[src/sv/trcp_pkg.sv]
// ----------------------------------------------------------------------------
// trcp_pkg
// Shared widths, register indexes, result codes and the structures that pass
// between the byte parser, the scaling unit and the top level.
// ----------------------------------------------------------------------------
package trcp_pkg;

    // Largest report length accepted, in bytes, including the length field.
    localparam int BUFFER_BYTES = 256;

    localparam int DATA_W    = 8;
    localparam int COORD_W   = 16;
    localparam int COUNT_W   = 7;
    localparam int POS_W     = 16;
    localparam int ID_W      = 4;
    localparam int CFG_IDX_W = 3;
    localparam int PROD_W    = 2 * COORD_W;
    localparam int STEP_W    = $clog2(PROD_W);

    // Configuration register indexes.
    localparam logic [CFG_IDX_W-1:0] REG_CONTACT_LIMIT = 3'd0;
    localparam logic [CFG_IDX_W-1:0] REG_SENSOR_MAX_X  = 3'd1;
    localparam logic [CFG_IDX_W-1:0] REG_SENSOR_MAX_Y  = 3'd2;
    localparam logic [CFG_IDX_W-1:0] REG_SCREEN_WIDTH  = 3'd3;
    localparam logic [CFG_IDX_W-1:0] REG_SCREEN_HEIGHT = 3'd4;

    // Configuration reset values.
    localparam logic [COUNT_W-1:0] RST_CONTACT_LIMIT = 7'd10;
    localparam logic [COORD_W-1:0] RST_SENSOR_MAX_X  = 16'd2736;
    localparam logic [COORD_W-1:0] RST_SENSOR_MAX_Y  = 16'd1824;
    localparam logic [COORD_W-1:0] RST_SCREEN_WIDTH  = 16'd1368;
    localparam logic [COORD_W-1:0] RST_SCREEN_HEIGHT = 16'd912;

    // Result kinds.
    localparam logic KIND_CONTACT      = 1'b0;
    localparam logic KIND_LENGTH_ERROR = 1'b1;

    // Byte offsets inside a report and inside one contact.
    localparam logic [POS_W-1:0] POS_LEN_LO    = 16'd0;
    localparam logic [POS_W-1:0] POS_LEN_HI    = 16'd1;
    localparam logic [POS_W-1:0] POS_REPORT_ID = 16'd2;
    localparam logic [POS_W-1:0] POS_COUNT     = 16'd3;
    localparam logic [POS_W-1:0] POS_MIN_LEN   = 16'd2;
    localparam logic [POS_W-1:0] POS_MAX       = 16'hFFFF;
    localparam logic [2:0]       PHASE_FLAGS   = 3'd0;
    localparam logic [2:0]       PHASE_X_LO    = 3'd1;
    localparam logic [2:0]       PHASE_X_HI    = 3'd2;
    localparam logic [2:0]       PHASE_Y_LO    = 3'd3;
    localparam logic [2:0]       PHASE_Y_HI    = 3'd4;

    // Live configuration values.
    typedef struct packed {
        logic [COUNT_W-1:0] contact_limit;
        logic [COORD_W-1:0] sensor_max_x;
        logic [COORD_W-1:0] sensor_max_y;
        logic [COORD_W-1:0] screen_width;
        logic [COORD_W-1:0] screen_height;
    } cfg_regs_t;

    // Request to the scaling unit: value * mul / div.
    typedef struct packed {
        logic               start;
        logic [COORD_W-1:0] value;
        logic [COORD_W-1:0] mul;
        logic [COORD_W-1:0] div;
    } scale_req_t;

    // Response from the scaling unit.
    typedef struct packed {
        logic               done;
        logic [COORD_W-1:0] quotient;
    } scale_rsp_t;

endpackage

[src/sv/trcp_channels.sv]
// ----------------------------------------------------------------------------
// trcp channel interfaces
// Valid/ready channels for the incoming bytes, the outgoing results and the
// configuration writes.
// ----------------------------------------------------------------------------
interface trcp_byte_if;
    logic                        valid;
    logic                        ready;
    logic [trcp_pkg::DATA_W-1:0] data_byte;
    logic                        start_of_read;

    modport source (output valid, data_byte, start_of_read, input ready);
    modport sink   (input valid, data_byte, start_of_read, output ready);
endinterface

interface trcp_result_if;
    logic                         valid;
    logic                         ready;
    logic                         kind;
    logic [trcp_pkg::DATA_W-1:0]  report_number;
    logic [trcp_pkg::ID_W-1:0]    finger_id;
    logic [trcp_pkg::COORD_W-1:0] x_pixel;
    logic [trcp_pkg::COORD_W-1:0] y_pixel;

    modport source (output valid, kind, report_number, finger_id, x_pixel, y_pixel,
                    input ready);
    modport sink   (input valid, kind, report_number, finger_id, x_pixel, y_pixel,
                    output ready);
endinterface

interface trcp_cfg_if;
    logic                           valid;
    logic                           ready;
    logic [trcp_pkg::CFG_IDX_W-1:0] index;
    logic [trcp_pkg::COORD_W-1:0]   wdata;

    modport source (output valid, index, wdata, input ready);
    modport sink   (input valid, index, wdata, output ready);
endinterface

[src/sv/touch_report_contact_parser_top.sv]
// ----------------------------------------------------------------------------
// touch_report_contact_parser_top
// Parses the bytes of a touch input report read and emits scaled contacts
// or a bad-length error.
//
//   Channel  Direction  Payload
//   rx       sink       data_byte, start_of_read
//   tx       source     kind, report_number, finger_id, x_pixel, y_pixel
//   cfg      sink       index (register number), wdata
//
// A byte that completes no touching contact is taken while the parser stays
// idle; after the second length byte of a bad report, the error result passes
// through the emit state. After a byte that completes a touching contact, the
// shared scaling unit, per coordinate, runs a multiply step and a restoring
// division and then hands over the quotient; after both coordinates the emit
// state loads the output register.
// rx.ready is low while a contact is being scaled and while a result waits
// for a full output register. Reset is asynchronous and active low; the
// configuration registers return to their default values. cfg is always
// ready; writes to indexes beyond the register list are dropped.
// ----------------------------------------------------------------------------
module touch_report_contact_parser_top
(
    input  logic   clk,
    input  logic   rst_n,
    trcp_byte_if.sink     rx,
    trcp_result_if.source tx,
    trcp_cfg_if.sink      cfg
);
    import trcp_pkg::*;

    cfg_regs_t  cfg_regs_reg, cfg_regs_next;
    scale_req_t scale_req;
    scale_rsp_t scale_rsp;

    // Configuration register file, written one transaction at a time.
    always_comb
    begin
        cfg_regs_next = cfg_regs_reg;
        if (cfg.valid)
        begin
            unique case (cfg.index)
                REG_CONTACT_LIMIT: cfg_regs_next.contact_limit = cfg.wdata[COUNT_W-1:0];
                REG_SENSOR_MAX_X:  cfg_regs_next.sensor_max_x  = cfg.wdata;
                REG_SENSOR_MAX_Y:  cfg_regs_next.sensor_max_y  = cfg.wdata;
                REG_SCREEN_WIDTH:  cfg_regs_next.screen_width  = cfg.wdata;
                REG_SCREEN_HEIGHT: cfg_regs_next.screen_height = cfg.wdata;
                default:           cfg_regs_next = cfg_regs_reg;
            endcase
        end
    end

    always_ff @(posedge clk or negedge rst_n)
    begin
        if (!rst_n)
        begin
            cfg_regs_reg.contact_limit <= RST_CONTACT_LIMIT;
            cfg_regs_reg.sensor_max_x  <= RST_SENSOR_MAX_X;
            cfg_regs_reg.sensor_max_y  <= RST_SENSOR_MAX_Y;
            cfg_regs_reg.screen_width  <= RST_SCREEN_WIDTH;
            cfg_regs_reg.screen_height <= RST_SCREEN_HEIGHT;
        end
        else
        begin
            cfg_regs_reg <= cfg_regs_next;
        end
    end

    assign cfg.ready = 1'b1;

    // Byte sequencer and output register.
    trcp_parser u_parser
    (
        .clk       (clk),
        .rst_n     (rst_n),
        .cfg_regs  (cfg_regs_reg),
        .rx        (rx),
        .tx        (tx),
        .scale_req (scale_req),
        .scale_rsp (scale_rsp)
    );

    // Shared multiply and divide unit.
    trcp_scaler u_scaler
    (
        .clk   (clk),
        .rst_n (rst_n),
        .req   (scale_req),
        .rsp   (scale_rsp)
    );

endmodule

[src/sv/trcp_scaler.sv]
// ----------------------------------------------------------------------------
// trcp_scaler
// Shared scaling unit: one 16x16 multiply, then a restoring division of the
// 32-bit product by a 16-bit divisor, one quotient bit per cycle.
// ----------------------------------------------------------------------------
module trcp_scaler
(
    input  logic                 clk,
    input  logic                 rst_n,
    input  trcp_pkg::scale_req_t req,
    output trcp_pkg::scale_rsp_t rsp
);
    import trcp_pkg::*;

    localparam logic [1:0] S_IDLE = 2'd0;
    localparam logic [1:0] S_MUL  = 2'd1;
    localparam logic [1:0] S_DIV  = 2'd2;

    logic [1:0]         state_reg, state_next;
    logic [STEP_W-1:0]  step_reg, step_next;
    logic               done_reg, done_next;
    logic [COORD_W-1:0] value_reg, value_next;
    logic [COORD_W-1:0] mul_reg, mul_next;
    logic [COORD_W-1:0] div_reg, div_next;
    logic [PROD_W-1:0]  dividend_reg, dividend_next;
    logic [COORD_W-1:0] rem_reg, rem_next;
    logic [COORD_W-1:0] quot_reg, quot_next;
    logic [COORD_W:0]   partial;
    logic [COORD_W:0]   diff;
    logic               fits;

    // One restoring step: bring down the next dividend bit and try the divisor.
    assign partial = {rem_reg, dividend_reg[PROD_W-1]};
    assign diff    = partial - {1'b0, div_reg};
    assign fits    = (partial >= {1'b0, div_reg});

    always_comb
    begin
        state_next    = state_reg;
        step_next     = step_reg;
        done_next     = 1'b0;
        value_next    = value_reg;
        mul_next      = mul_reg;
        div_next      = div_reg;
        dividend_next = dividend_reg;
        rem_next      = rem_reg;
        quot_next     = quot_reg;
        unique case (state_reg)
            S_IDLE:
            begin
                if (req.start)
                begin
                    value_next = req.value;
                    mul_next   = req.mul;
                    div_next   = req.div;
                    state_next = S_MUL;
                end
            end
            S_MUL:
            begin
                dividend_next = value_reg * mul_reg;
                rem_next      = '0;
                quot_next     = '0;
                step_next     = '0;
                state_next    = S_DIV;
            end
            S_DIV:
            begin
                rem_next      = fits ? diff[COORD_W-1:0] : partial[COORD_W-1:0];
                quot_next     = {quot_reg[COORD_W-2:0], fits};
                dividend_next = {dividend_reg[PROD_W-2:0], 1'b0};
                step_next     = step_reg + 1'b1;
                if (step_reg == STEP_W'(PROD_W - 1))
                begin
                    done_next  = 1'b1;
                    state_next = S_IDLE;
                end
            end
            default:
            begin
                state_next = S_IDLE;
            end
        endcase
    end

    // Control state.
    always_ff @(posedge clk or negedge rst_n)
    begin
        if (!rst_n)
        begin
            state_reg <= S_IDLE;
            step_reg  <= '0;
            done_reg  <= 1'b0;
        end
        else
        begin
            state_reg <= state_next;
            step_reg  <= step_next;
            done_reg  <= done_next;
        end
    end

    // Datapath registers.
    always_ff @(posedge clk)
    begin
        value_reg    <= value_next;
        mul_reg      <= mul_next;
        div_reg      <= div_next;
        dividend_reg <= dividend_next;
        rem_reg      <= rem_next;
        quot_reg     <= quot_next;
    end

    assign rsp.done     = done_reg;
    assign rsp.quotient = quot_reg;

endmodule

[src/sv/trcp_parser.sv]
// ----------------------------------------------------------------------------
// trcp_parser
// Byte sequencer: tracks the position in the read, checks the report length,
// collects contacts, drives the scaling unit and holds the result register.
// ----------------------------------------------------------------------------
module trcp_parser
(
    input  logic                 clk,
    input  logic                 rst_n,
    input  trcp_pkg::cfg_regs_t  cfg_regs,
    trcp_byte_if.sink            rx,
    trcp_result_if.source        tx,
    output trcp_pkg::scale_req_t scale_req,
    input  trcp_pkg::scale_rsp_t scale_rsp
);
    import trcp_pkg::*;

    localparam logic [1:0] ST_IDLE    = 2'd0;
    localparam logic [1:0] ST_SCALE_X = 2'd1;
    localparam logic [1:0] ST_SCALE_Y = 2'd2;
    localparam logic [1:0] ST_EMIT    = 2'd3;

    logic [1:0]         state_reg, state_next;
    logic [POS_W-1:0]   byte_position_reg, byte_position_next;
    logic [POS_W-1:0]   report_length_reg, report_length_next;
    logic               report_ok_reg, report_ok_next;
    logic [COUNT_W-1:0] contacts_allowed_reg, contacts_allowed_next;
    logic [DATA_W-1:0]  held_report_id_reg, held_report_id_next;
    logic [COUNT_W-1:0] contact_index_reg, contact_index_next;
    logic [2:0]         phase_reg, phase_next;
    logic [31:0]        contact_bytes_reg, contact_bytes_next;
    logic [COORD_W-1:0] y_raw_reg, y_raw_next;

    // Pending result, filled while the scaling unit works.
    logic               res_kind_reg, res_kind_next;
    logic [DATA_W-1:0]  res_report_reg, res_report_next;
    logic [ID_W-1:0]    res_finger_reg, res_finger_next;
    logic [COORD_W-1:0] res_x_reg, res_x_next;
    logic [COORD_W-1:0] res_y_reg, res_y_next;

    // Output register.
    logic               tx_valid_reg, tx_valid_next;
    logic               out_kind_reg, out_kind_next;
    logic [DATA_W-1:0]  out_report_reg, out_report_next;
    logic [ID_W-1:0]    out_finger_reg, out_finger_next;
    logic [COORD_W-1:0] out_x_reg, out_x_next;
    logic [COORD_W-1:0] out_y_reg, out_y_next;

    logic               accept;
    logic [POS_W-1:0]   pos;
    logic [POS_W-1:0]   full_length;
    logic [COUNT_W-1:0] count_field;

    assign accept      = rx.valid && rx.ready;
    assign pos         = rx.start_of_read ? POS_LEN_LO : byte_position_reg;
    assign full_length = {rx.data_byte, report_length_reg[DATA_W-1:0]};
    assign count_field = rx.data_byte[COUNT_W-1:0];

    always_comb
    begin
        state_next            = state_reg;
        byte_position_next    = byte_position_reg;
        report_length_next    = report_length_reg;
        report_ok_next        = report_ok_reg;
        contacts_allowed_next = contacts_allowed_reg;
        held_report_id_next   = held_report_id_reg;
        contact_index_next    = contact_index_reg;
        phase_next            = phase_reg;
        contact_bytes_next    = contact_bytes_reg;
        y_raw_next            = y_raw_reg;
        res_kind_next         = res_kind_reg;
        res_report_next       = res_report_reg;
        res_finger_next       = res_finger_reg;
        res_x_next            = res_x_reg;
        res_y_next            = res_y_reg;
        tx_valid_next         = tx_valid_reg && !tx.ready;
        out_kind_next         = out_kind_reg;
        out_report_next       = out_report_reg;
        out_finger_next       = out_finger_reg;
        out_x_next            = out_x_reg;
        out_y_next            = out_y_reg;
        scale_req             = '0;

        unique case (state_reg)
            ST_IDLE:
            begin
                if (accept)
                begin
                    byte_position_next = (pos == POS_MAX) ? pos : pos + 1'b1;
                    if (pos == POS_LEN_LO)
                    begin
                        // First byte of a read: start a fresh report.
                        report_length_next    = {{(POS_W-DATA_W){1'b0}}, rx.data_byte};
                        report_ok_next        = 1'b0;
                        contacts_allowed_next = '0;
                        held_report_id_next   = '0;
                        contact_index_next    = '0;
                        phase_next            = PHASE_FLAGS;
                        contact_bytes_next    = '0;
                    end
                    else if (pos == POS_LEN_HI)
                    begin
                        // Length complete: reject it if out of range.
                        report_length_next = full_length;
                        if (full_length < POS_MIN_LEN
                            || full_length > POS_W'(BUFFER_BYTES))
                        begin
                            report_ok_next  = 1'b0;
                            res_kind_next   = KIND_LENGTH_ERROR;
                            res_report_next = '0;
                            res_finger_next = '0;
                            res_x_next      = '0;
                            res_y_next      = '0;
                            state_next      = ST_EMIT;
                        end
                        else
                        begin
                            report_ok_next = 1'b1;
                        end
                    end
                    else if (report_ok_reg && pos < report_length_reg)
                    begin
                        if (pos == POS_REPORT_ID)
                        begin
                            held_report_id_next = rx.data_byte;
                        end
                        else if (pos == POS_COUNT)
                        begin
                            contacts_allowed_next =
                                (count_field > cfg_regs.contact_limit)
                                ? cfg_regs.contact_limit : count_field;
                        end
                        else if (contact_index_reg < contacts_allowed_reg)
                        begin
                            if (phase_reg == PHASE_Y_HI)
                            begin
                                // Last byte of a contact.
                                phase_next         = PHASE_FLAGS;
                                contact_index_next = contact_index_reg + 1'b1;
                                if (contact_bytes_reg[0])
                                begin
                                    y_raw_next      = {rx.data_byte,
                                                       contact_bytes_reg[31:24]};
                                    res_kind_next   = KIND_CONTACT;
                                    res_report_next = held_report_id_reg;
                                    res_finger_next = contact_bytes_reg[4:1];
                                    scale_req.start = 1'b1;
                                    scale_req.value = contact_bytes_reg[23:8];
                                    scale_req.mul   = cfg_regs.screen_width;
                                    scale_req.div   = cfg_regs.sensor_max_x;
                                    state_next      = ST_SCALE_X;
                                end
                            end
                            else
                            begin
                                phase_next = phase_reg + 1'b1;
                                unique case (phase_reg)
                                    PHASE_FLAGS: contact_bytes_next[7:0]   = rx.data_byte;
                                    PHASE_X_LO:  contact_bytes_next[15:8]  = rx.data_byte;
                                    PHASE_X_HI:  contact_bytes_next[23:16] = rx.data_byte;
                                    PHASE_Y_LO:  contact_bytes_next[31:24] = rx.data_byte;
                                    default:     contact_bytes_next = contact_bytes_reg;
                                endcase
                            end
                        end
                    end
                end
            end
            ST_SCALE_X:
            begin
                if (scale_rsp.done)
                begin
                    res_x_next      = scale_rsp.quotient;
                    scale_req.start = 1'b1;
                    scale_req.value = y_raw_reg;
                    scale_req.mul   = cfg_regs.screen_height;
                    scale_req.div   = cfg_regs.sensor_max_y;
                    state_next      = ST_SCALE_Y;
                end
            end
            ST_SCALE_Y:
            begin
                if (scale_rsp.done)
                begin
                    res_y_next = scale_rsp.quotient;
                    state_next = ST_EMIT;
                end
            end
            ST_EMIT:
            begin
                // Load the output register once it is free or being emptied.
                if (!tx_valid_reg || tx.ready)
                begin
                    tx_valid_next   = 1'b1;
                    out_kind_next   = res_kind_reg;
                    out_report_next = res_report_reg;
                    out_finger_next = res_finger_reg;
                    out_x_next      = res_x_reg;
                    out_y_next      = res_y_reg;
                    state_next      = ST_IDLE;
                end
            end
            default:
            begin
                state_next = ST_IDLE;
            end
        endcase
    end

    // Control and report state.
    always_ff @(posedge clk or negedge rst_n)
    begin
        if (!rst_n)
        begin
            state_reg            <= ST_IDLE;
            byte_position_reg    <= '0;
            report_length_reg    <= '0;
            report_ok_reg        <= 1'b0;
            contacts_allowed_reg <= '0;
            held_report_id_reg   <= '0;
            contact_index_reg    <= '0;
            phase_reg            <= PHASE_FLAGS;
            contact_bytes_reg    <= '0;
            tx_valid_reg         <= 1'b0;
        end
        else
        begin
            state_reg            <= state_next;
            byte_position_reg    <= byte_position_next;
            report_length_reg    <= report_length_next;
            report_ok_reg        <= report_ok_next;
            contacts_allowed_reg <= contacts_allowed_next;
            held_report_id_reg   <= held_report_id_next;
            contact_index_reg    <= contact_index_next;
            phase_reg            <= phase_next;
            contact_bytes_reg    <= contact_bytes_next;
            tx_valid_reg         <= tx_valid_next;
        end
    end

    // Result payload registers.
    always_ff @(posedge clk)
    begin
        y_raw_reg      <= y_raw_next;
        res_kind_reg   <= res_kind_next;
        res_report_reg <= res_report_next;
        res_finger_reg <= res_finger_next;
        res_x_reg      <= res_x_next;
        res_y_reg      <= res_y_next;
        out_kind_reg   <= out_kind_next;
        out_report_reg <= out_report_next;
        out_finger_reg <= out_finger_next;
        out_x_reg      <= out_x_next;
        out_y_reg      <= out_y_next;
    end

    assign rx.ready         = (state_reg == ST_IDLE);
    assign tx.valid         = tx_valid_reg;
    assign tx.kind          = out_kind_reg;
    assign tx.report_number = out_report_reg;
    assign tx.finger_id     = out_finger_reg;
    assign tx.x_pixel       = out_x_reg;
    assign tx.y_pixel       = out_y_reg;

endmodule

[src/flat_wrapper.sv]
// flat-port wrapper written by rule: the top's interface ports become plain ports
module touch_report_contact_parser_top_flat import trcp_pkg::*;
  (clk, rst_n, rx_valid, rx_data_byte, rx_start_of_read, rx_ready, tx_valid, tx_kind, tx_report_number, tx_finger_id, tx_x_pixel, tx_y_pixel, tx_ready, cfg_valid, cfg_index, cfg_wdata, cfg_ready);
  trcp_byte_if rx_i ();
  trcp_result_if tx_i ();
  trcp_cfg_if cfg_i ();
  input  logic clk;
  input  logic rst_n;
  input wire logic [$bits(rx_i.valid)-1:0] rx_valid;
  input wire logic [$bits(rx_i.data_byte)-1:0] rx_data_byte;
  input wire logic [$bits(rx_i.start_of_read)-1:0] rx_start_of_read;
  output wire logic [$bits(rx_i.ready)-1:0] rx_ready;
  output wire logic [$bits(tx_i.valid)-1:0] tx_valid;
  output wire logic [$bits(tx_i.kind)-1:0] tx_kind;
  output wire logic [$bits(tx_i.report_number)-1:0] tx_report_number;
  output wire logic [$bits(tx_i.finger_id)-1:0] tx_finger_id;
  output wire logic [$bits(tx_i.x_pixel)-1:0] tx_x_pixel;
  output wire logic [$bits(tx_i.y_pixel)-1:0] tx_y_pixel;
  input wire logic [$bits(tx_i.ready)-1:0] tx_ready;
  input wire logic [$bits(cfg_i.valid)-1:0] cfg_valid;
  input wire logic [$bits(cfg_i.index)-1:0] cfg_index;
  input wire logic [$bits(cfg_i.wdata)-1:0] cfg_wdata;
  output wire logic [$bits(cfg_i.ready)-1:0] cfg_ready;
  assign rx_i.valid = rx_valid;
  assign rx_i.data_byte = rx_data_byte;
  assign rx_i.start_of_read = rx_start_of_read;
  assign rx_ready = rx_i.ready;
  assign tx_valid = tx_i.valid;
  assign tx_kind = tx_i.kind;
  assign tx_report_number = tx_i.report_number;
  assign tx_finger_id = tx_i.finger_id;
  assign tx_x_pixel = tx_i.x_pixel;
  assign tx_y_pixel = tx_i.y_pixel;
  assign tx_i.ready = tx_ready;
  assign cfg_i.valid = cfg_valid;
  assign cfg_i.index = cfg_index;
  assign cfg_i.wdata = cfg_wdata;
  assign cfg_ready = cfg_i.ready;
  touch_report_contact_parser_top u_core (.clk(clk), .rst_n(rst_n), .rx(rx_i), .tx(tx_i), .cfg(cfg_i));
endmodule
[config.mk]
export PLATFORM = sky130hd
export DESIGN_NAME = touch_report_contact_parser_top_flat
export DESIGN_NICKNAME = d
export VERILOG_FILES = /design/src/sv/trcp_pkg.sv /design/src/sv/trcp_channels.sv /design/src/sv/touch_report_contact_parser_top.sv /design/src/sv/trcp_scaler.sv /design/src/sv/trcp_parser.sv /design/src/flat_wrapper.sv
export SDC_FILE = /design/constraint.sdc
export NUM_CORES = 1
export LEC_CHECK = 0
export ABC_CLOCK_PERIOD_IN_PS = 9240
export BUFFER_PORTS_ARGS = -buffer_cell sky130_fd_sc_hd__buf_2
export CORE_MARGIN = 4
export CORE_UTILIZATION = 60
export CTS_CLUSTER_DIAMETER = 80
export DETAILED_ROUTE_END_ITERATION = 6
export PLACE_DENSITY_LB_ADDON = 0.08
export SYNTH_ARGS = -nofsm -noshare
export SYNTH_HDL_FRONTEND = slang
export SYNTH_SLANG_ARGS = --single-unit
[constraint.sdc]
create_clock -name clk -period 9.24 [get_ports clk]
set_input_delay 1.386 -clock clk [delete_from_list [all_inputs] [get_ports clk]]
set_output_delay 1.386 -clock clk [all_outputs]
set_load 0.03 [all_outputs]
=== Word level (Yosys, flattened, before mapping) ===
Index checks and enable logic that the tools add are counted.

* Word-level logic and storage cells: 259
* Register bits after elaboration: 387

* $lt $le $gt $ge: 6
* $mul: 1
* Reduce and logical (&&, ||, !) cells: 53
* Eq/ne operators: 41
* Add/subtract/negate cells: 5
* Bitwise operators: 4
* Multiplexer cells: 110

{| class="wikitable"
|+ Operator list
! kind !! count
|-
| 49-bit two-way mux || 10
|-
| 32-bit two-way mux || 7
|-
| 16-bit two-way mux || 10
|-
| 8-bit two-way mux || 16
|-
| 16-bit case mux with 2 select lines || 4
|-
| 49-bit case mux with 2 select lines || 1
|-
| 7-bit two-way mux || 13
|-
| 32-bit case mux with 2 select lines || 1
|-
| 9-bit AND reduction || 4
|-
| 2-bit nonzero test || 17
|-
| 16-bit by 2-bit equality test with 1-bit output (second input constant) || 2
|-
| 16-bit by 16-bit multiplier with 32-bit output || 1
|-
| 4-bit two-way mux || 8
|-
| 2-bit two-way mux || 15
|-
| 2-bit != test (second input constant) || 11
|-
| 3-bit two-way mux || 7
|-
| 10-bit AND reduction || 2
|-
| 2-bit AND reduction || 9
|-
| 6-bit AND reduction || 3
|-
| 17-bit by 16-bit greater-or-equal comparator with 1-bit output || 1
|-
| 16-bit by 1-bit adder with 16-bit output (second input constant) || 1
|-
| 16-bit by 1-bit equality test with 1-bit output (second input constant) || 1
|-
| 16-bit equality test (second input constant) || 1
|-
| 16-bit by 9-bit > comparator with 1-bit output (second input constant) || 1
|-
| other kinds (34) || 74
|}

=== Depth between registers and ports, before layout ===
Gate-level depths: netlist of run 1.

* Depth after elaboration: 12
* Gate-level depth with buffers: 24
* Depth with buffers taken out: 23

=== Modules after synthesis ===
A second synthesis of run 1 with hierarchy kept.

* Cells, all modules: 2,302
* Area total of the unflattened synthesis: 25,894.8 sq um

{| class="wikitable"
|+ By module, submodules not included
! module !! area each (sq um) !! instances !! cells an instance !! seq. area each (sq um)
|-
| trcp_scaler || 13,839.5 || 1 || 1,385 || 3,563.4
|-
| trcp_parser || 9,208.8 || 1 || 761 || 5,435.2
|-
| touch_report_contact_parser_top || 2,846.5 || 1 || 156 || 1,801.7
|}

=== Least setup slack after synthesis of run 1 ===
No wires, ideal clock.

* Path type: input port to flip-flop
* Start: input port rx_start_of_read
* End: register u_core.u_scaler.div_reg[0], enable pin
* Stages: 15
* Path buffers: 4
* Setup time: 454 ps
* Data arrival time: 5,840 ps
* Slack: 2,947 ps
* Path through: buf_2 clkbuf_1 nor2b_1 ha_1 a21o_1 a21o_1 a21oi_1 nand2_1 o211ai_2 a21o_2 and4_1 buf_2 buf_2 nor2_1 nor2_1

* Word-level cells in the longest chain between the ends: 10
* Elaborated cells on any way between the ends: 15
* Those cells by class: 1 x order compare; 3 x eq/ne; 8 x mux; 3 x reduce/logical

{| class="wikitable"
|+ RTL lines
! item !! RTL line !! RTL
|-
| start: declaration || flat_wrapper.sv:11 || <nowiki>input wire logic [$bits(rx_i.start_of_read)-1:0] rx_start_of_read;</nowiki>
|-
| 16-bit two-way mux * || trcp_parser.sv:55 || <nowiki>assign pos = rx.start_of_read ? POS_LEN_LO : byte_position_reg;</nowiki>
|-
| parallel branches: the longest is 5 deep, another holds 16-bit less-than comparator || - ||
|-
| 49-bit two-way mux * || trcp_parser.sv:90 || <nowiki>if (pos == POS_LEN_LO)</nowiki>
|-
| 49-bit two-way mux * || trcp_parser.sv:87 || <nowiki>if (accept)</nowiki>
|-
| 49-bit case mux with 2 select lines * || trcp_parser.sv:84 || <nowiki>unique case (state_reg)</nowiki>
|-
| 2-bit AND reduction (no source line) * || - ||
|-
| end signal: assignment || trcp_scaler.sv:108 || <nowiki>div_reg <= div_next;</nowiki>
|-
| end: declaration || trcp_scaler.sv:24 || <nowiki>logic [COORD_W-1:0] div_reg, div_next;</nowiki>
|}

Mark *: on every way between the ends.
A chain may end at the register's enable or synchronous reset.

=== Worst setup path after layout of run 1 ===
* Start: register u_core.u_scaler.mul_reg[8]
* End: register u_core.u_scaler.dividend_reg[29], data pin

* Word-level cells in the longest chain between the ends: 2

{| class="wikitable"
|+ RTL lines
! item !! RTL line !! RTL
|-
| start: declaration || trcp_scaler.sv:23 || <nowiki>logic [COORD_W-1:0] mul_reg, mul_next;</nowiki>
|-
| start signal: assignment || trcp_scaler.sv:107 || <nowiki>mul_reg <= mul_next;</nowiki>
|-
| 16-bit by 16-bit multiplier with 32-bit output || trcp_scaler.sv:61 || <nowiki>dividend_next = value_reg * mul_reg;</nowiki>
|-
| 32-bit case mux with 2 select lines || trcp_scaler.sv:48 || <nowiki>unique case (state_reg)</nowiki>
|-
| net u_core.u_scaler.dividend_next[29] || trcp_scaler.sv:25 || <nowiki>logic [PROD_W-1:0] dividend_reg, dividend_next;</nowiki>
|-
| end signal: assignment || trcp_scaler.sv:109 || <nowiki>dividend_reg <= dividend_next;</nowiki>
|-
| end: declaration || trcp_scaler.sv:25 ||
|}

The timed path passes the listed nets, and every way through them passes these cells.

==> results.toml, run 1 <==
[sta]
tightest_slew_ns = 1.07
fin_tns_setup_ns = 0
rsz0062_at_grt = "no"
post-route-period-util = 0.723
finalHoldViolCount = 0
layout_min_cycle_time_ns = 6.68
fin_skew_ns = 0.0286
slew_headroom = 0.287
timing.fmax_mhz = 150
maxSlewViolCount = 0
setup_viol = 0

[setup_path]
cp_common_cell = "fa_1"
max_stage_delay_ns = 0.80
critPathSlowestCell = "edfxtp_1"
criticalPathCategory = "register to register"
required_ns = 9.54
cp_cell_sequence = "nand2_1 -> fa_1 -> inv_1 -> fa_1 -> inv_1 -> fa_1 -> inv_1 -> fa_1 -> fa_1 -> inv_1 -> fa_1 -> inv_1 -> ha_1 -> a211oi_1 -> o211ai_2 -> a31oi_4 -> o31ai_2 -> a22oi_2 -> a21oi_1 -> xor2_1 -> mux2_2"
regToRegEndpoint = "u_core.u_scaler.dividend_reg[29]$_DFFE_PP_"
cp_max_fo = 16
rr_worst_depth = 21
worstReg2RegStart = "u_core.u_scaler.mul_reg[8]$_DFFE_PP_"
worstSetupEndpointType = "register"
cp_data_arrival_time_ns = 6.98
start_kind = "register"
ff2ff_setup_slack_ns = 2.56

[hold_path]
hold_depth = 0
min_to = "u_core.u_parser.tx.x_pixel[14]$_DFFE_PP_"
hold_class = "register to register"
min-delay-start = "u_core.u_parser.res_x_reg[14]$_SDFFCE_PN0P_"

[clock_tree]
cts_made_buffers = 42
clock_sinks = 387
cts_tree = "yes"
htreeDepth = 2
clk_pin_slew_worst_paths_ns = 0.06
clock_path_buffers = 3
clock_latency_ns = 0.58
hold_buffers = 0
cts_resized = 0
post_cts_buffers = 0
root_buffer = "clkbuf_16"

[synth]
synthesis.area_um2 = 25500
yosys_warnings = 0
syn_inst = 2249
avgSynthCellArea_um2 = 11.3
yosys.area.top_type = "edfxtp_1"
synth.most_common_cell = "inv_1"
synth_top_area_frac = 0.257
ys_types = 83
ys.flop_type = "edfxtp_1"
synthArstFlopShare = 0.437
synth-edff-count = 218
synth.area.top_cells = "edfxtp_1 26%, fa_1 15%, dfrtp_1 15%, ha_1 8.2%, mux2_2 4.9%"
synth_seq_area_share = 0.424
synth_commonest_cells = "302 x inv_1, 243 x nand2_1, 218 x edfxtp_1"
synth_fp_nets = 2644
ys_seq_elements = 387

[cells_and_area]
largest_reg_flops = 71
regArea_um2 = 10800
area_growth_pct = 8.57
multiInputGateArea_um2 = 13200
drive_above_1_share = 0.138
fillCellCount = 3281
nNetsFinal = 2694

[routing]
dr_total_vias = 16400
wirelength_um = 57600
drtPass1Iterations = 5
antenna_left = 0
avgViaCountPerCell = 5.69
wl_per_cell_um = 20.0
drt_iter0_drc = 1065
drc_errors = 0

[grt]
grt_first_pass_wirelength_um = 94500
grt_pass1_vias = 17500
grt_overflow_total = 0
grt_max_degree = 93
grt_usage = 0.257
antenna_found_initial = 9

[placed_design]
dpl.hpwl_um = 42400
portBuffers = 79
place.gp.congestion = 0.907

[status]
status = "finished clean"

[power]
powerDensity_nw_per_um2 = 204
power_mw = 5.65
peakVddDrop_mv = 0.219
p_leak_nw = 12.3

[floorplanning]
ios = 81
die-area_um2 = 45900
start_util = 0.608
core_area_um2 = 41900
die_x_um = 214
die_y_um = 214
row_count = 75

[flow_run]
maxCapViolCount = 0
[through the flow]
step | cells | hold slack (ns) | utilization | worst slack [ns] | cell area, um2
2_1_floorplan | 2249 | 0.400 | - | 2.95 | 25500
3_3_place_gp | 2794 | 0.401 | 0.627 | 2.72 | 26300
3_5_place_dp | 2794 | 0.407 | 0.627 | 2.60 | 26300
4_1_cts | 2871 | 0.417 | 0.660 | 2.57 | 27700
5_1_grt | 2871 | 0.425 | 0.660 | 2.24 | 27700
6_report | 2875 | 0.414 | 0.660 | 2.56 | 27700
[worst max-delay path: cells and delay by family (launching register included)]
family          cells  cell delay, ns
mux                 1            0.28
flops               1            0.80
buf+inv             5            0.26
compound gates      6            1.24
simple gates        1            0.16
xor+xnor            1            0.17
fa+ha+maj           7            3.49
[power by group]
part	internal, mW	switching (mW)
registers	2.37	0.189
clock network	0.945	0.714
logic	0.512	0.914
[cell type report]
cell class,instances,share of cell area
diodes,4,0.000362
multi-input cells,1477,0.478
clock buffers,55,0.0416
flip-flops and latches,387,0.390
clock inverters,22,0.00732
inverters,302,0.0409
well taps,539,0.0244
repair buffers,89,0.0172
[layer usage]
layer,wire length (um),vias up,track usage
li1,-,7609,-
met2,27600,350,0.422
met4,1790,10,0.0830
met5,62,-,0
met3,3010,105,0.0502
met1,25100,8297,0.349
[cell families after synthesis]
group,share of synthesized area
simple gates,0.127
flops,0.424
buf+inv,0.0586
fa+ha+maj,0.235
compound gates,0.0811
mux,0.0562
xor+xnor,0.0185
other cells,0.000147
[how the worst max path moves through the flow]
stage          depth (start not counted)                                    endpoint  slack [ns]                                   start
2_1_floorplan                         15        u_core.u_scaler.div_reg[0]$_DFFE_PP_        2.95                        rx_start_of_read
3_3_place_gp                          21  u_core.u_scaler.dividend_reg[30]$_DFFE_PP_        2.72    u_core.u_scaler.mul_reg[8]$_DFFE_PP_
3_5_place_dp                          20  u_core.u_scaler.dividend_reg[30]$_DFFE_PP_        2.60  u_core.u_scaler.value_reg[9]$_DFFE_PP_
4_1_cts                               20  u_core.u_scaler.dividend_reg[30]$_DFFE_PP_        2.57  u_core.u_scaler.value_reg[9]$_DFFE_PP_
5_1_grt                               19  u_core.u_scaler.dividend_reg[30]$_DFFE_PP_        2.24    u_core.u_scaler.mul_reg[9]$_DFFE_PP_
6_report                              21  u_core.u_scaler.dividend_reg[29]$_DFFE_PP_        2.56    u_core.u_scaler.mul_reg[8]$_DFFE_PP_
[placed cells by master, fill, tap and decap left out, types with 38 or more instances in the layout]
cell,netlist,layout
dfrtp_1,149,149
nor2_1,50,49
inv_1,302,302
and2_1,191,189
edfxtp_1,218,218
buf_2,9,78
clkbuf_16,0,43
nand2_1,243,243
fa_1,195,195
o21ai_0,95,95
ha_1,167,165
a22o_1,49,49
nand3_1,38,38
mux2_2,110,110
a21oi_1,49,49
Power figures use the tool's default switching activity.
==> run 2: changes to the inputs <==
--- a/config.mk
+++ b/config.mk
@@ -5,7 +5,7 @@
 export SDC_FILE = /design/constraint.sdc
 export NUM_CORES = 1
 export LEC_CHECK = 0
-export ABC_CLOCK_PERIOD_IN_PS = 9240
+export ABC_CLOCK_PERIOD_IN_PS = 6900
 export BUFFER_PORTS_ARGS = -buffer_cell sky130_fd_sc_hd__buf_2
 export CORE_MARGIN = 4
 export CORE_UTILIZATION = 60
==> constraint.sdc (replaced) <==
create_clock -name clk -period 6.9 [get_ports clk]
set_input_delay 1.035 -clock clk [delete_from_list [all_inputs] [get_ports clk]]
set_output_delay 1.035 -clock clk [all_outputs]
set_load 0.03 [all_outputs]
==> results.toml, run 2 (synthesized netlist as in run 1, its figures left out) <==
[status]
status = "finished clean"

[grt]
grt_max_degree = 94
grt_pass1_vias = 17800
grt_usage = 0.256
grt_first_pass_wirelength_um = 94400
grt_overflow_total = 0
antenna_found_initial = 10

[floorplanning]
row_count = 75
die_x_um = 214
ios = 81
die_y_um = 214
start_util = 0.608
die-area_um2 = 45900
core_area_um2 = 41900

[hold_path]
hold_class = "register to register"

[cells_and_area]
final_cell_mix = "302 x inv_1, 243 x nand2_1, 218 x edfxtp_1"
drive_above_1_share = 0.158
design_area_um2 = 28200
area_growth_pct = 10.6
layout_commonest_cell = "inv_1"
fin_cells = 2929
fin_util = 0.672
largest_reg_flops = 71
nNetsFinal = 2746

[setup_path]
max_stage_delay_ns = 0.66
start_kind = "register"
criticalPathCategory = "register to register"
crit_end = "u_core.u_scaler.dividend_reg[31]$_DFFE_PP_"
cp_max_fo = 16
critPathSlowestCell = "edfxtp_1"
ff2ff_setup_slack_ns = 0.26
required_ns = 7.22
critPathTopFamily = "adder cells"
rr_worst_depth = 21
cp_common_cell = "fa_1"
cp_num_buf_inv = 4
worstSetupEndpointType = "register"
regToRegEndpoint = "u_core.u_scaler.dividend_reg[31]$_DFFE_PP_"
path_depth = 21
cp_cell_sequence = "and2_1 -> fa_1 -> inv_1 -> fa_1 -> inv_1 -> fa_1 -> fa_1 -> fa_1 -> inv_1 -> fa_1 -> inv_1 -> ha_1 -> nand4_1 -> nor2_1 -> a211o_1 -> a31oi_4 -> o21bai_1 -> a21oi_2 -> o21ai_0 -> xnor2_1 -> mux2_2"
worstReg2RegStart = "u_core.u_scaler.value_reg[12]$_DFFE_PP_"
cp_data_arrival_time_ns = 6.96
worstSetupStartpoint = "u_core.u_scaler.value_reg[12]$_DFFE_PP_"

[clock_tree]
cts_made_buffers = 42
clock_latency_ns = 0.57
clock_path_buffers = 3
clk_pin_slew_worst_paths_ns = 0.07
clock_sinks = 387
cts_tree = "yes"
htreeDepth = 2
root_buffer = "clkbuf_16"

[sta]
fin_skew_ns = 0.0135
maxSlewViolCount = 0
worst_slack_ns = 0.261
timing.hold.ws_ns = 0.410
setup_viol = 0
layout_min_cycle_time_ns = 6.64
tightest_slew_ns = 1.11
post-route-period-util = 0.962
finalHoldViolCount = 0
rsz0062_at_grt = "no"
slew_headroom = 0.262
timing.fmax_mhz = 151
fin_tns_setup_ns = 0

[placed_design]
dpl.hpwl_um = 42200
place.gp.congestion = 0.895
place_ws_ns = 0.229
dp_cells = 2813
portBuffers = 79
placed_area_um2 = 26500

[power]
powerDensity_nw_per_um2 = 274
peakVddDrop_mv = 0.260
power_mw = 7.72
p_leak_nw = 12.6

[routing]
dr_total_vias = 16700
wl_per_cell_um = 19.6
avgViaCountPerCell = 5.71
antenna_left = 0
drc_errors = 0
drtPass1Iterations = 5
wirelength_um = 57500
drt_iter0_drc = 1087

[flow_run]
maxCapViolCount = 0
[run 2: cell count changes in the layout (fill, tap and decap cells not counted), sizes merged]
cell and change:
buf +52, clkbuf -4, clkinv -1, bufinv +4, diode +1, clkinvlp +2
[run 2: area by class of cell]
type / count / area [um2]
fill: 3149 / 13800
multi-input combinational: 1477 / 13200
sequential: 387 / 10800
inverter: 302 / 1130
clock buffer: 51 / 1120
timing repair buffer: 141 / 867
tap: 539 / 674
clock inverter: 27 / 339
antenna: 5 / 12.5
[run 2: how the worst min path moves through the flow]
| stage | from | to | slack (ns) | depth (start not counted) |
|---|---|---|---|---|
| floorplan | u_core.u_parser.res_finger_reg[0]$_SDFFCE_PP0P_ | u_core.u_parser.tx.finger_id[0]$_DFFE_PP_ | 0.40 | 0 |
| global placement | u_core.u_parser.res_finger_reg[3]$_SDFFCE_PP0P_ | u_core.u_parser.tx.finger_id[3]$_DFFE_PP_ | 0.40 | 0 |
| detailed placement | u_core.u_parser.res_x_reg[13]$_SDFFCE_PN0P_ | u_core.u_parser.tx.x_pixel[13]$_DFFE_PP_ | 0.41 | 0 |
| CTS | u_core.u_parser.res_finger_reg[1]$_SDFFCE_PP0P_ | u_core.u_parser.tx.finger_id[1]$_DFFE_PP_ | 0.42 | 0 |
| global route | u_core.u_parser.res_x_reg[13]$_SDFFCE_PN0P_ | u_core.u_parser.tx.x_pixel[13]$_DFFE_PP_ | 0.42 | 0 |
| finish | u_core.u_parser.res_finger_reg[1]$_SDFFCE_PP0P_ | u_core.u_parser.tx.finger_id[1]$_DFFE_PP_ | 0.41 | 0 |
[run 2: worst register-to-register path: cells and delay by family, from the launching register on]
| family | cells | cell delay, ns |
|---|---|---|
| adder cells (fa/ha/maj) | 7 | 3.60 |
| XOR/XNOR | 1 | 0.15 |
| flip-flops | 1 | 0.66 |
| AND/OR/NAND/NOR | 3 | 0.49 |
| AO/OA/AOI/OAI | 5 | 0.98 |
| buffers and inverters | 4 | 0.24 |
| multiplexers | 1 | 0.26 |
[run 2: repair_timing]
action,4_1_cts,5_1_grt
hold buffers,0,0
gates resized for setup,0,3
setup endpoints to repair,0,5
setup buffers,0,33
[run 2: power by group]
group | internal [mW] | total [mW] | switching [mW]
sequential | 3.18 | 3.44 | 0.259
combinational | 0.688 | 1.92 | 1.23
clock | 1.40 | 2.37 | 0.965
total | 5.27 | 7.72 | 2.46
[run 2: metal layers]
metal	vias to the layer above	routed length, um	GRT usage
met1	8415	24600	0.343
li1	7724	-	-
met3	127	3540	0.0588
met5	-	65	0
met2	436	27500	0.421
met4	10	1820	0.0813
